File: src/rtl/s2i_pkg.sv
// Shared types and constants for the streaming string-to-int64 parser.
// Used by the front end, the parse engine, the result queue and the top level.
// No dependencies.
package s2i_pkg;

	// Position saturates here; end indexes are 16 bits wide.
	localparam int unsigned POS_W     = 16;
	localparam logic [POS_W-1:0] MAX_INDEX = 16'hFFFF;

	// Radix register width and the bases that have special meaning.
	localparam int unsigned RADIX_W   = 6;
	localparam logic [RADIX_W-1:0] RADIX_AUTO = 6'd0;
	localparam logic [RADIX_W-1:0] RADIX_ONE  = 6'd1;
	localparam logic [RADIX_W-1:0] BASE_OCT   = 6'd8;
	localparam logic [RADIX_W-1:0] BASE_DEC   = 6'd10;
	localparam logic [RADIX_W-1:0] BASE_HEX   = 6'd16;
	localparam logic [RADIX_W-1:0] BASE_MAX   = 6'd36;
	localparam logic [RADIX_W-1:0] RADIX_RESET = BASE_DEC;

	// Digit code of a character that is no digit at all; above every legal base.
	localparam logic [RADIX_W-1:0] DIGIT_NONE = 6'h3F;

	// Input queue between the front end and the parse engine.
	localparam int unsigned FQ_DEPTH = 2;
	localparam int unsigned FQ_AW    = 1;

	// Result queue.
	localparam int unsigned OQ_DEPTH = 2;
	localparam int unsigned OQ_AW    = 1;

	// Signed 64-bit limits as raw magnitudes.
	localparam logic [63:0] INT64_MAX = 64'h7FFF_FFFF_FFFF_FFFF;
	localparam logic [63:0] INT64_MIN = 64'h8000_0000_0000_0000;

	// One classified character as it travels from the front end to the engine.
	typedef struct packed {
		logic               first;
		logic [RADIX_W-1:0] dv;
		logic               blank;
		logic               plus;
		logic               minus;
		logic               is_x;
	} item_t;

	// One conversion result.
	typedef struct packed {
		logic [63:0]      value;
		logic [POS_W-1:0] end_index;
		logic             range_error;
		logic             no_digits;
	} result_t;

	// Parser phases, one-hot.
	typedef enum logic [6:0] {
		ST_IDLE   = 7'b0000001,
		ST_LEAD   = 7'b0000010,
		ST_SIGNED = 7'b0000100,
		ST_ZERO   = 7'b0001000,
		ST_PREFIX = 7'b0010000,
		ST_DIGITS = 7'b0100000,
		ST_DONE   = 7'b1000000
	} phase_t;

endpackage

File: src/rtl/s2i_front.sv
// Front end: classifies each incoming character and holds it in a short queue.
// Depends on s2i_pkg for item_t and the queue constants.
module s2i_front
	import s2i_pkg::*;
(
	input  logic        clk,
	input  logic        arst_n,
	input  logic        push,
	output logic        full,
	input  logic [7:0]  ch,
	input  logic        first,
	output logic        head_valid,
	output item_t       head,
	input  logic        head_pop
);

	localparam logic [7:0] CH_0     = 8'h30;
	localparam logic [7:0] CH_9     = 8'h39;
	localparam logic [7:0] CH_LA    = 8'h61;
	localparam logic [7:0] CH_LZ    = 8'h7A;
	localparam logic [7:0] CH_UA    = 8'h41;
	localparam logic [7:0] CH_UZ    = 8'h5A;
	localparam logic [7:0] CH_LX    = 8'h78;
	localparam logic [7:0] CH_UX    = 8'h58;
	localparam logic [7:0] CH_PLUS  = 8'h2B;
	localparam logic [7:0] CH_MINUS = 8'h2D;
	localparam logic [7:0] CH_SPACE = 8'h20;
	localparam logic [7:0] CH_TAB   = 8'h09;
	localparam logic [7:0] CH_CR    = 8'h0D;
	localparam logic [7:0] TEN      = 8'd10;

	item_t              cls;
	logic [7:0]         dv8;
	item_t              mem_q [FQ_DEPTH];
	logic [FQ_AW-1:0]   wr_ptr_q;
	logic [FQ_AW-1:0]   rd_ptr_q;
	logic [FQ_AW:0]     count_q;
	logic               wr_en;

	// Character classification: digit value and the few special characters.
	always_comb begin
		if (ch >= CH_0 && ch <= CH_9) begin
			dv8 = ch - CH_0;
		end else if (ch >= CH_LA && ch <= CH_LZ) begin
			dv8 = ch - CH_LA + TEN;
		end else if (ch >= CH_UA && ch <= CH_UZ) begin
			dv8 = ch - CH_UA + TEN;
		end else begin
			dv8 = {2'b00, DIGIT_NONE};
		end
		cls.first = first;
		cls.dv    = dv8[RADIX_W-1:0];
		cls.blank = (ch == CH_SPACE) || (ch >= CH_TAB && ch <= CH_CR);
		cls.plus  = (ch == CH_PLUS);
		cls.minus = (ch == CH_MINUS);
		cls.is_x  = (ch == CH_LX) || (ch == CH_UX);
	end

	assign full       = (count_q == (FQ_AW+1)'(FQ_DEPTH));
	assign wr_en      = push && !full;
	assign head_valid = (count_q != '0);
	assign head       = mem_q[rd_ptr_q];

	// Queue storage.
	always_ff @(posedge clk) begin
		if (wr_en) begin
			mem_q[wr_ptr_q] <= cls;
		end
	end

	// Queue pointers and fill count.
	always_ff @(posedge clk or negedge arst_n) begin
		if (!arst_n) begin
			wr_ptr_q <= '0;
			rd_ptr_q <= '0;
			count_q  <= '0;
		end else begin
			if (wr_en) begin
				wr_ptr_q <= wr_ptr_q + 1'b1;
			end
			if (head_pop) begin
				rd_ptr_q <= rd_ptr_q + 1'b1;
			end
			case ({wr_en, head_pop})
				2'b10:   count_q <= count_q + 1'b1;
				2'b01:   count_q <= count_q - 1'b1;
				default: count_q <= count_q;
			endcase
		end
	end

endmodule

File: src/rtl/s2i_back.sv
// Parse engine: runs the per-string phase machine and the digit multiply-accumulate.
// Depends on s2i_pkg for item_t, result_t, phase_t and the base constants.
module s2i_back
	import s2i_pkg::*;
(
	input  logic               clk,
	input  logic               arst_n,
	input  logic [RADIX_W-1:0] radix,
	input  logic               item_valid,
	input  item_t              item,
	output logic               item_pop,
	input  logic               res_full,
	output logic               res_valid,
	output result_t            res
);

	localparam int unsigned MW = 64 + RADIX_W + 1;

	phase_t             phase_q;
	logic [63:0]        acc_q;
	logic               neg_q;
	logic [RADIX_W-1:0] base_q;
	logic               ovf_q;
	logic [POS_W-1:0]   pos_q;

	logic               go;
	logic               active;
	phase_t             cur_phase;
	logic [63:0]        cur_acc;
	logic               cur_neg;
	logic [RADIX_W-1:0] cur_base;
	logic               cur_ovf;
	logic [POS_W-1:0]   cur_pos;
	phase_t             nxt_phase;
	logic               nxt_neg;
	logic [RADIX_W-1:0] nxt_base;
	logic               do_acc;
	logic               begin_num;
	logic               dstep;
	logic               emit;
	logic               auto_zero;
	logic [RADIX_W-1:0] zero_base;
	logic [RADIX_W-1:0] eff_base;
	logic [MW-1:0]      prod;
	logic [63:0]        lim;
	logic               acc_ovf;
	logic [63:0]        fin_value;
	logic [POS_W-1:0]   pos_next;

	// The engine takes an item only when a result slot is free.
	assign go       = item_valid && !res_full;
	assign item_pop = go;

	// A first flag restarts the string with cleared state.
	always_comb begin
		cur_phase = item.first ? ST_LEAD : phase_q;
		cur_acc   = item.first ? '0 : acc_q;
		cur_neg   = item.first ? 1'b0 : neg_q;
		cur_base  = item.first ? '0 : base_q;
		cur_ovf   = item.first ? 1'b0 : ovf_q;
		cur_pos   = item.first ? '0 : pos_q;
		active    = item.first || !(phase_q == ST_IDLE || phase_q == ST_DONE);
	end

	// Base selection at the start of the number.
	always_comb begin
		auto_zero = (radix == RADIX_AUTO || radix == BASE_HEX) && (item.dv == '0);
		zero_base = (radix == RADIX_AUTO) ? BASE_OCT : BASE_HEX;
		if (radix == RADIX_AUTO) begin
			eff_base = BASE_DEC;
		end else if (radix == RADIX_ONE || radix > BASE_MAX) begin
			eff_base = '0;
		end else begin
			eff_base = radix;
		end
	end

	// Finished value: saturated on overflow, negated for a minus sign.
	always_comb begin
		if (cur_ovf) begin
			fin_value = cur_neg ? INT64_MIN : INT64_MAX;
		end else begin
			fin_value = cur_neg ? (64'd0 - cur_acc) : cur_acc;
		end
	end

	// Phase machine.
	always_comb begin
		nxt_phase = cur_phase;
		nxt_neg   = cur_neg;
		nxt_base  = cur_base;
		do_acc    = 1'b0;
		begin_num = 1'b0;
		dstep     = 1'b0;
		emit      = 1'b0;
		res       = '0;
		unique case (cur_phase)
			ST_LEAD: begin
				if (item.blank) begin
					nxt_phase = ST_LEAD;
				end else if (item.plus || item.minus) begin
					nxt_neg   = item.minus;
					nxt_phase = ST_SIGNED;
				end else begin
					begin_num = 1'b1;
				end
			end
			ST_SIGNED: begin
				begin_num = 1'b1;
			end
			ST_ZERO: begin
				if (item.is_x) begin
					nxt_base  = BASE_HEX;
					nxt_phase = ST_PREFIX;
				end else begin
					dstep = 1'b1;
				end
			end
			ST_PREFIX: begin
				if (item.dv < BASE_HEX) begin
					nxt_base  = BASE_HEX;
					do_acc    = 1'b1;
					nxt_phase = ST_DIGITS;
				end else begin
					// Only the leading zero converted; the end sits on the x.
					emit          = 1'b1;
					res.end_index = (cur_pos != '0) ? cur_pos - 1'b1 : '0;
				end
			end
			ST_DIGITS: begin
				dstep = 1'b1;
			end
			ST_IDLE, ST_DONE: begin
				nxt_phase = cur_phase;
			end
			default: begin
				nxt_phase = cur_phase;
			end
		endcase

		if (begin_num) begin
			if (auto_zero) begin
				nxt_base  = zero_base;
				do_acc    = 1'b1;
				nxt_phase = ST_ZERO;
			end else begin
				nxt_base = eff_base;
				if (item.dv < eff_base) begin
					do_acc    = 1'b1;
					nxt_phase = ST_DIGITS;
				end else begin
					emit          = 1'b1;
					res.no_digits = 1'b1;
				end
			end
		end

		if (dstep) begin
			if (item.dv < cur_base) begin
				do_acc    = 1'b1;
				nxt_phase = ST_DIGITS;
			end else begin
				emit            = 1'b1;
				res.value       = fin_value;
				res.end_index   = cur_pos;
				res.range_error = cur_ovf;
			end
		end

		if (emit) begin
			nxt_phase = ST_DONE;
		end
	end

	// Digit accumulate; overflow when the exact product passes the signed limit.
	always_comb begin
		prod    = MW'(cur_acc) * MW'(nxt_base) + MW'(item.dv);
		lim     = nxt_neg ? INT64_MIN : INT64_MAX;
		acc_ovf = prod > MW'(lim);
	end

	assign pos_next  = (cur_pos < MAX_INDEX) ? cur_pos + 1'b1 : cur_pos;
	assign res_valid = go && active && emit;

	// Engine state.
	always_ff @(posedge clk or negedge arst_n) begin
		if (!arst_n) begin
			phase_q <= ST_IDLE;
			acc_q   <= '0;
			neg_q   <= 1'b0;
			base_q  <= '0;
			ovf_q   <= 1'b0;
			pos_q   <= '0;
		end else if (go && active) begin
			phase_q <= nxt_phase;
			acc_q   <= do_acc ? prod[63:0] : cur_acc;
			ovf_q   <= cur_ovf || (do_acc && acc_ovf);
			neg_q   <= nxt_neg;
			base_q  <= nxt_base;
			pos_q   <= pos_next;
		end
	end

endmodule

File: src/rtl/s2i_outq.sv
// Result queue: holds finished conversions until the consumer pops them.
// Depends on s2i_pkg for result_t and the queue constants.
module s2i_outq
	import s2i_pkg::*;
(
	input  logic    clk,
	input  logic    arst_n,
	input  logic    wr_en,
	input  result_t wr_data,
	output logic    full,
	output logic    empty,
	input  logic    pop,
	output result_t rd_data
);

	result_t          mem_q [OQ_DEPTH];
	logic [OQ_AW-1:0] wr_ptr_q;
	logic [OQ_AW-1:0] rd_ptr_q;
	logic [OQ_AW:0]   count_q;
	logic             rd_en;

	assign full    = (count_q == (OQ_AW+1)'(OQ_DEPTH));
	assign empty   = (count_q == '0);
	assign rd_en   = pop && !empty;
	assign rd_data = mem_q[rd_ptr_q];

	// Result storage.
	always_ff @(posedge clk) begin
		if (wr_en) begin
			mem_q[wr_ptr_q] <= wr_data;
		end
	end

	// Pointers and fill count.
	always_ff @(posedge clk or negedge arst_n) begin
		if (!arst_n) begin
			wr_ptr_q <= '0;
			rd_ptr_q <= '0;
			count_q  <= '0;
		end else begin
			if (wr_en) begin
				wr_ptr_q <= wr_ptr_q + 1'b1;
			end
			if (rd_en) begin
				rd_ptr_q <= rd_ptr_q + 1'b1;
			end
			case ({wr_en, rd_en})
				2'b10:   count_q <= count_q + 1'b1;
				2'b01:   count_q <= count_q - 1'b1;
				default: count_q <= count_q;
			endcase
		end
	end

endmodule

File: src/rtl/string_to_int64_parser_top.sv
// Streaming string to signed 64-bit integer parser, one character per transfer.
// Throughput: one character, one multiply-accumulate per cycle while result space is free.
// Result path: each character is registered in the input queue; the engine takes it
// from there and registers any result in the result queue, which drives the outputs.
// Reset: arst_n clears both queues and puts the parser in idle; radix resets to 10.
// Depends on s2i_pkg, s2i_front, s2i_back and s2i_outq.
module string_to_int64_parser_top
	import s2i_pkg::*;
(
	input  logic                clk,
	input  logic                arst_n,
	input  logic                push,
	output logic                full,
	input  logic [7:0]          ch,
	input  logic                first,
	output logic                empty,
	input  logic                pop,
	output logic signed [63:0]  value,
	output logic [POS_W-1:0]    end_index,
	output logic                range_error,
	output logic                no_digits,
	input  logic                cfg_valid,
	output logic                cfg_ready,
	input  logic [RADIX_W-1:0]  cfg_data
);

	logic [RADIX_W-1:0] radix_q;
	logic               fq_valid;
	item_t              fq_head;
	logic               fq_pop;
	logic               oq_full;
	logic               res_valid;
	result_t            res;
	result_t            oq_data;

	// Radix register; always ready for a transfer.
	assign cfg_ready = 1'b1;

	always_ff @(posedge clk or negedge arst_n) begin
		if (!arst_n) begin
			radix_q <= RADIX_RESET;
		end else if (cfg_valid && cfg_ready) begin
			radix_q <= cfg_data;
		end
	end

	s2i_front u_front (
		.clk        (clk),
		.arst_n     (arst_n),
		.push       (push),
		.full       (full),
		.ch         (ch),
		.first      (first),
		.head_valid (fq_valid),
		.head       (fq_head),
		.head_pop   (fq_pop)
	);

	s2i_back u_back (
		.clk        (clk),
		.arst_n     (arst_n),
		.radix      (radix_q),
		.item_valid (fq_valid),
		.item       (fq_head),
		.item_pop   (fq_pop),
		.res_full   (oq_full),
		.res_valid  (res_valid),
		.res        (res)
	);

	s2i_outq u_outq (
		.clk     (clk),
		.arst_n  (arst_n),
		.wr_en   (res_valid),
		.wr_data (res),
		.full    (oq_full),
		.empty   (empty),
		.pop     (pop),
		.rd_data (oq_data)
	);

	assign value       = oq_data.value;
	assign end_index   = oq_data.end_index;
	assign range_error = oq_data.range_error;
	assign no_digits   = oq_data.no_digits;

	// A result is never written into a full result queue.
	assert property (@(posedge clk) disable iff (!arst_n) res_valid |-> !oq_full)
		else $error("result written into full result queue");

	// The engine never stalls while it has an item and result space.
	assert property (@(posedge clk) disable iff (!arst_n) (fq_valid && !oq_full) |-> fq_pop)
		else $error("engine stalled with room for a result");

	// A failed conversion reports zero value and zero end index.
	assert property (@(posedge clk) disable iff (!arst_n)
		(!empty && no_digits) |-> (value == 64'sd0 && end_index == '0 && !range_error))
		else $error("no-digit result carries nonzero fields");

	// A range error always comes with a saturated value.
	assert property (@(posedge clk) disable iff (!arst_n)
		(!empty && range_error) |-> (value == $signed(INT64_MAX) || value == $signed(INT64_MIN)))
		else $error("range error without saturated value");

endmodule

File: config.mk
export PLATFORM = sky130hd
export DESIGN_NAME = string_to_int64_parser_top
export DESIGN_NICKNAME = d
export VERILOG_FILES = /design/src/rtl/s2i_pkg.sv /design/src/rtl/s2i_front.sv /design/src/rtl/s2i_back.sv /design/src/rtl/s2i_outq.sv /design/src/rtl/string_to_int64_parser_top.sv
export SDC_FILE = /design/constraint.sdc
export NUM_CORES = 2
export LEC_CHECK = 0
export BUFFER_PORTS_ARGS = -buffer_cell sky130_fd_sc_hd__buf_2
export CORE_ASPECT_RATIO = 1.5
export CORE_MARGIN = 2
export CORE_UTILIZATION = 45
export DETAILED_ROUTE_END_ITERATION = 12
export GPL_ROUTABILITY_DRIVEN = 0
export PLACE_DENSITY = 0.68
export SETUP_SLACK_MARGIN = 0.3
export SLEW_MARGIN = 20
export SYNTH_ARGS = -nofsm -noshare
export SYNTH_HDL_FRONTEND = slang
export SYNTH_SLANG_ARGS = --single-unit
File: constraint.sdc
create_clock -name clk -period 16.21 [get_ports clk]
set_input_delay 0.8105 -clock clk [delete_from_list [all_inputs] [get_ports clk]]
set_output_delay 0.8105 -clock clk [all_outputs]
set_load 0.02 [all_outputs]
==> results.toml <==
[outcome]
status = "finished clean"

[power_and_ir_drop]
power_density_nw_per_um2 = 111
total_power_mw = 3.44
p_leak_nw = 14.1
max-vdd-ir-drop_mv = 0.128

[clock_network]
cts_max_path_buffers = 3
hold_buffers = 0
cts-root-buf = "clkbuf_16"
ctsHtreeMaxLevel = 1
cts_resized = 0
postCtsSetupBuffers = 0
clkLatencyLatePin_ns = 0.59
cts-buffers-inserted = 28
clkTransAtPathRegs_ns = 0.08
cts_tree = "yes"
cts.sinks = 295

[worst_setup_path]
cp-start-kind = "register"
crit_type = "reg2reg"
r2r_start = "u_front.rd_ptr_q"
cp-startpoint = "u_front.rd_ptr_q"
reg2reg_depth = 36
required_ns = 16.66
crit_path_end_kind = "register"
arrival_ns = 12.17
crit_fanout = 39
worst_path_largest_cell_delay_ns = 0.96
slowest_stage = "a2111oi_0"

[route]
ant_nets = 0
dr.pass1.iters = 6
wl_um = 78500
wl_per_cell_um = 19.9
num_vias = 23600
drt_iter0_markers = 1638
drcViolationCount = 0
vias_per_cell = 5.97

[synth]
synth_top_cell_by_area = "edfxtp_1"
ys_ff_latch = 295
ys_warn_count = 0
synth_top_cell_area_share_pct = 19.2
async_reset_ff_share_pct = 36.9
yosysMostFrequentCell = "nor2_1"
ys_top_cells_by_area = "edfxtp_1 19%, fa_1 17%, ha_1 10%, dfrtp_1 9.1%, nor2_1 5.6%"
synth_nets = 3656
synth.cell_area_um2 = 29100
synthTopCellsByCount = "438 x nor2_1, 316 x nand2_1, 252 x fa_1"
avgSynthCellArea_um2 = 9.25
ys_types = 77
synth_ff_type = "edfxtp_1"
syn_inst = 3146
yosysSeqAreaShare_pct = 28.6
synth_edf_count = 186

[die]
dieWidth_um = 212
rows = 114
die_area_um2 = 66800
num_io_pins = 105
die_h_um = 315
core_um2 = 64200
start_util_pct = 45.3

[timing]
rsz0062_at_grt = "false"
setup_viol = 0
hold_violations = 0
maxSlewHeadroom_pct = 28.5
period_minus_slack_ns = 11.71
skew_ns = 0.0252
fmax_mhz = 85.4
period_share_pct = 72.3
slew_viol_final = 0
setup_tns_ns = 0
holdWs_ns = 0.298
worstMarginPinSlew_ns = 1.07

[final_layout]
antenna_cells = 0
area_growth_pct = 6.70
drive_above_1_share_pct = 10.0
final_area_um2 = 31100
fill_cells = 6043
nNetsFinal = 3625

[grt]
grtUsageTotal_pct = 23.7
grt_max_degree = 170
overflow = 0
grt_pass1_vias = 24300
antenna_found_initial = 1
grt_first_pass_wirelength_um = 127000

[min_path]
hp-class = "in2async"

[place]
postPlaceCellArea_um2 = 30200
port_buffers = 103
dp_hpwl_um = 60600

[run]
maxCapViolCount = 0
## report_power, final
part           total [mW]  internal, mW  switching, mW  leakage [nW]
logic                1.79         0.564           1.23          10.5
registers            1.01         0.932         0.0767          3.23
clock network       0.640         0.326          0.314         0.418
total                3.44          1.82           1.62          14.1
## through the flow
step                setup slack [ns]  utilization [%]  std cells
detailed placement              4.60             47.0       3897
finish                          4.50             48.4       3948
CTS                             4.55             48.4       3948
global route                    3.85             48.4       3948
global placement                4.80             47.0       3897
floorplan                       7.01                -       3146
## critical path, delay by kind of cell, from the launching register on
kind | cells | cell delay [ns]
flops | 1 | 0.83
simple gates | 11 | 2.80
fa+ha+maj | 6 | 2.76
xor+xnor | 1 | 0.23
mux | 1 | 0.41
compound gates | 14 | 3.91
buf+inv | 3 | 0.63
## cell families after synthesis
group | synth area share, %
compound gates | 13.9
xor+xnor | 3.79
fa+ha+maj | 27.6
buf+inv | 5.46
flops | 28.6
mux | 4.03
other cells | 0.0129
simple gates | 16.7
## layer usage
layer / global-route usage [%] / part of all wire [%]
met1: 28.0 / 39
met2: 43.1 / 51
met3: 2.61 / 5.6
met4: 10.4 / 4.4
met5: 0 / 0.017
## area by class of cell
cell class | instances | area, um2 | share of cell area (%)
clock buffer | 32 | 716 | 2.30
multi-input combinational | 2439 | 19300 | 62.1
sequential | 295 | 8320 | 26.8
tap | 812 | 1020 | 3.27
inverter | 218 | 818 | 2.64
timing repair buffer | 133 | 756 | 2.43
clock inverter | 19 | 150 | 0.484
## registers in the layout (all words and copies together), names as in the netlist
register          count
u_back.base_q         6
u_outq.mem_q        164
u_back.neg_q          1
u_outq.count_q        2
u_back.acc_q         64
u_back.ovf_q          1
u_front.rd_ptr_q      1
u_front.count_q       2
radix_q               6
u_outq.wr_ptr_q       1
u_outq.rd_ptr_q       1
u_back.phase_q        7
u_front.wr_ptr_q      1
u_back.pos_q         16
u_front.mem_q        22
## cells in the final DEF (no fill, tap or decap), types with 28 or more instances in the layout
| master | netlist | routed |
|---|---|---|
| nor2_1 | 438 | 437 |
| nand2_1 | 316 | 316 |
| fa_1 | 252 | 252 |
| ha_1 | 238 | 238 |
| inv_1 | 218 | 217 |
| a21oi_1 | 192 | 191 |
| edfxtp_1 | 186 | 186 |
| o21ai_0 | 126 | 126 |
| dfrtp_1 | 106 | 105 |
| buf_2 | 18 | 102 |
| mux2_2 | 98 | 98 |
| nand3_1 | 90 | 90 |
| xor2_1 | 65 | 65 |
| xnor2_1 | 61 | 61 |
| a22o_1 | 61 | 61 |
| nor3_1 | 52 | 52 |
| nand4_1 | 50 | 50 |
| a21o_1 | 41 | 41 |
| buf_4 | 1 | 30 |
| clkbuf_16 | 0 | 28 |
## final timing paths
| check | to | slack [ns] |
|---|---|---|
| hold reg to reg | u_front.count_q[1] | 0.49 |
| hold / removal | radix_q[5] | 0.30 |
| max in group asynchronous | u_back.acc_q[53] | 14.60 |
| setup reg to reg | u_back.ovf_q | 4.50 |
| min in group clk | radix_q[4] | 0.43 |
| setup / recovery | u_back.ovf_q | 4.50 |
No activity file was read; power rests on OpenSTA's default activity.
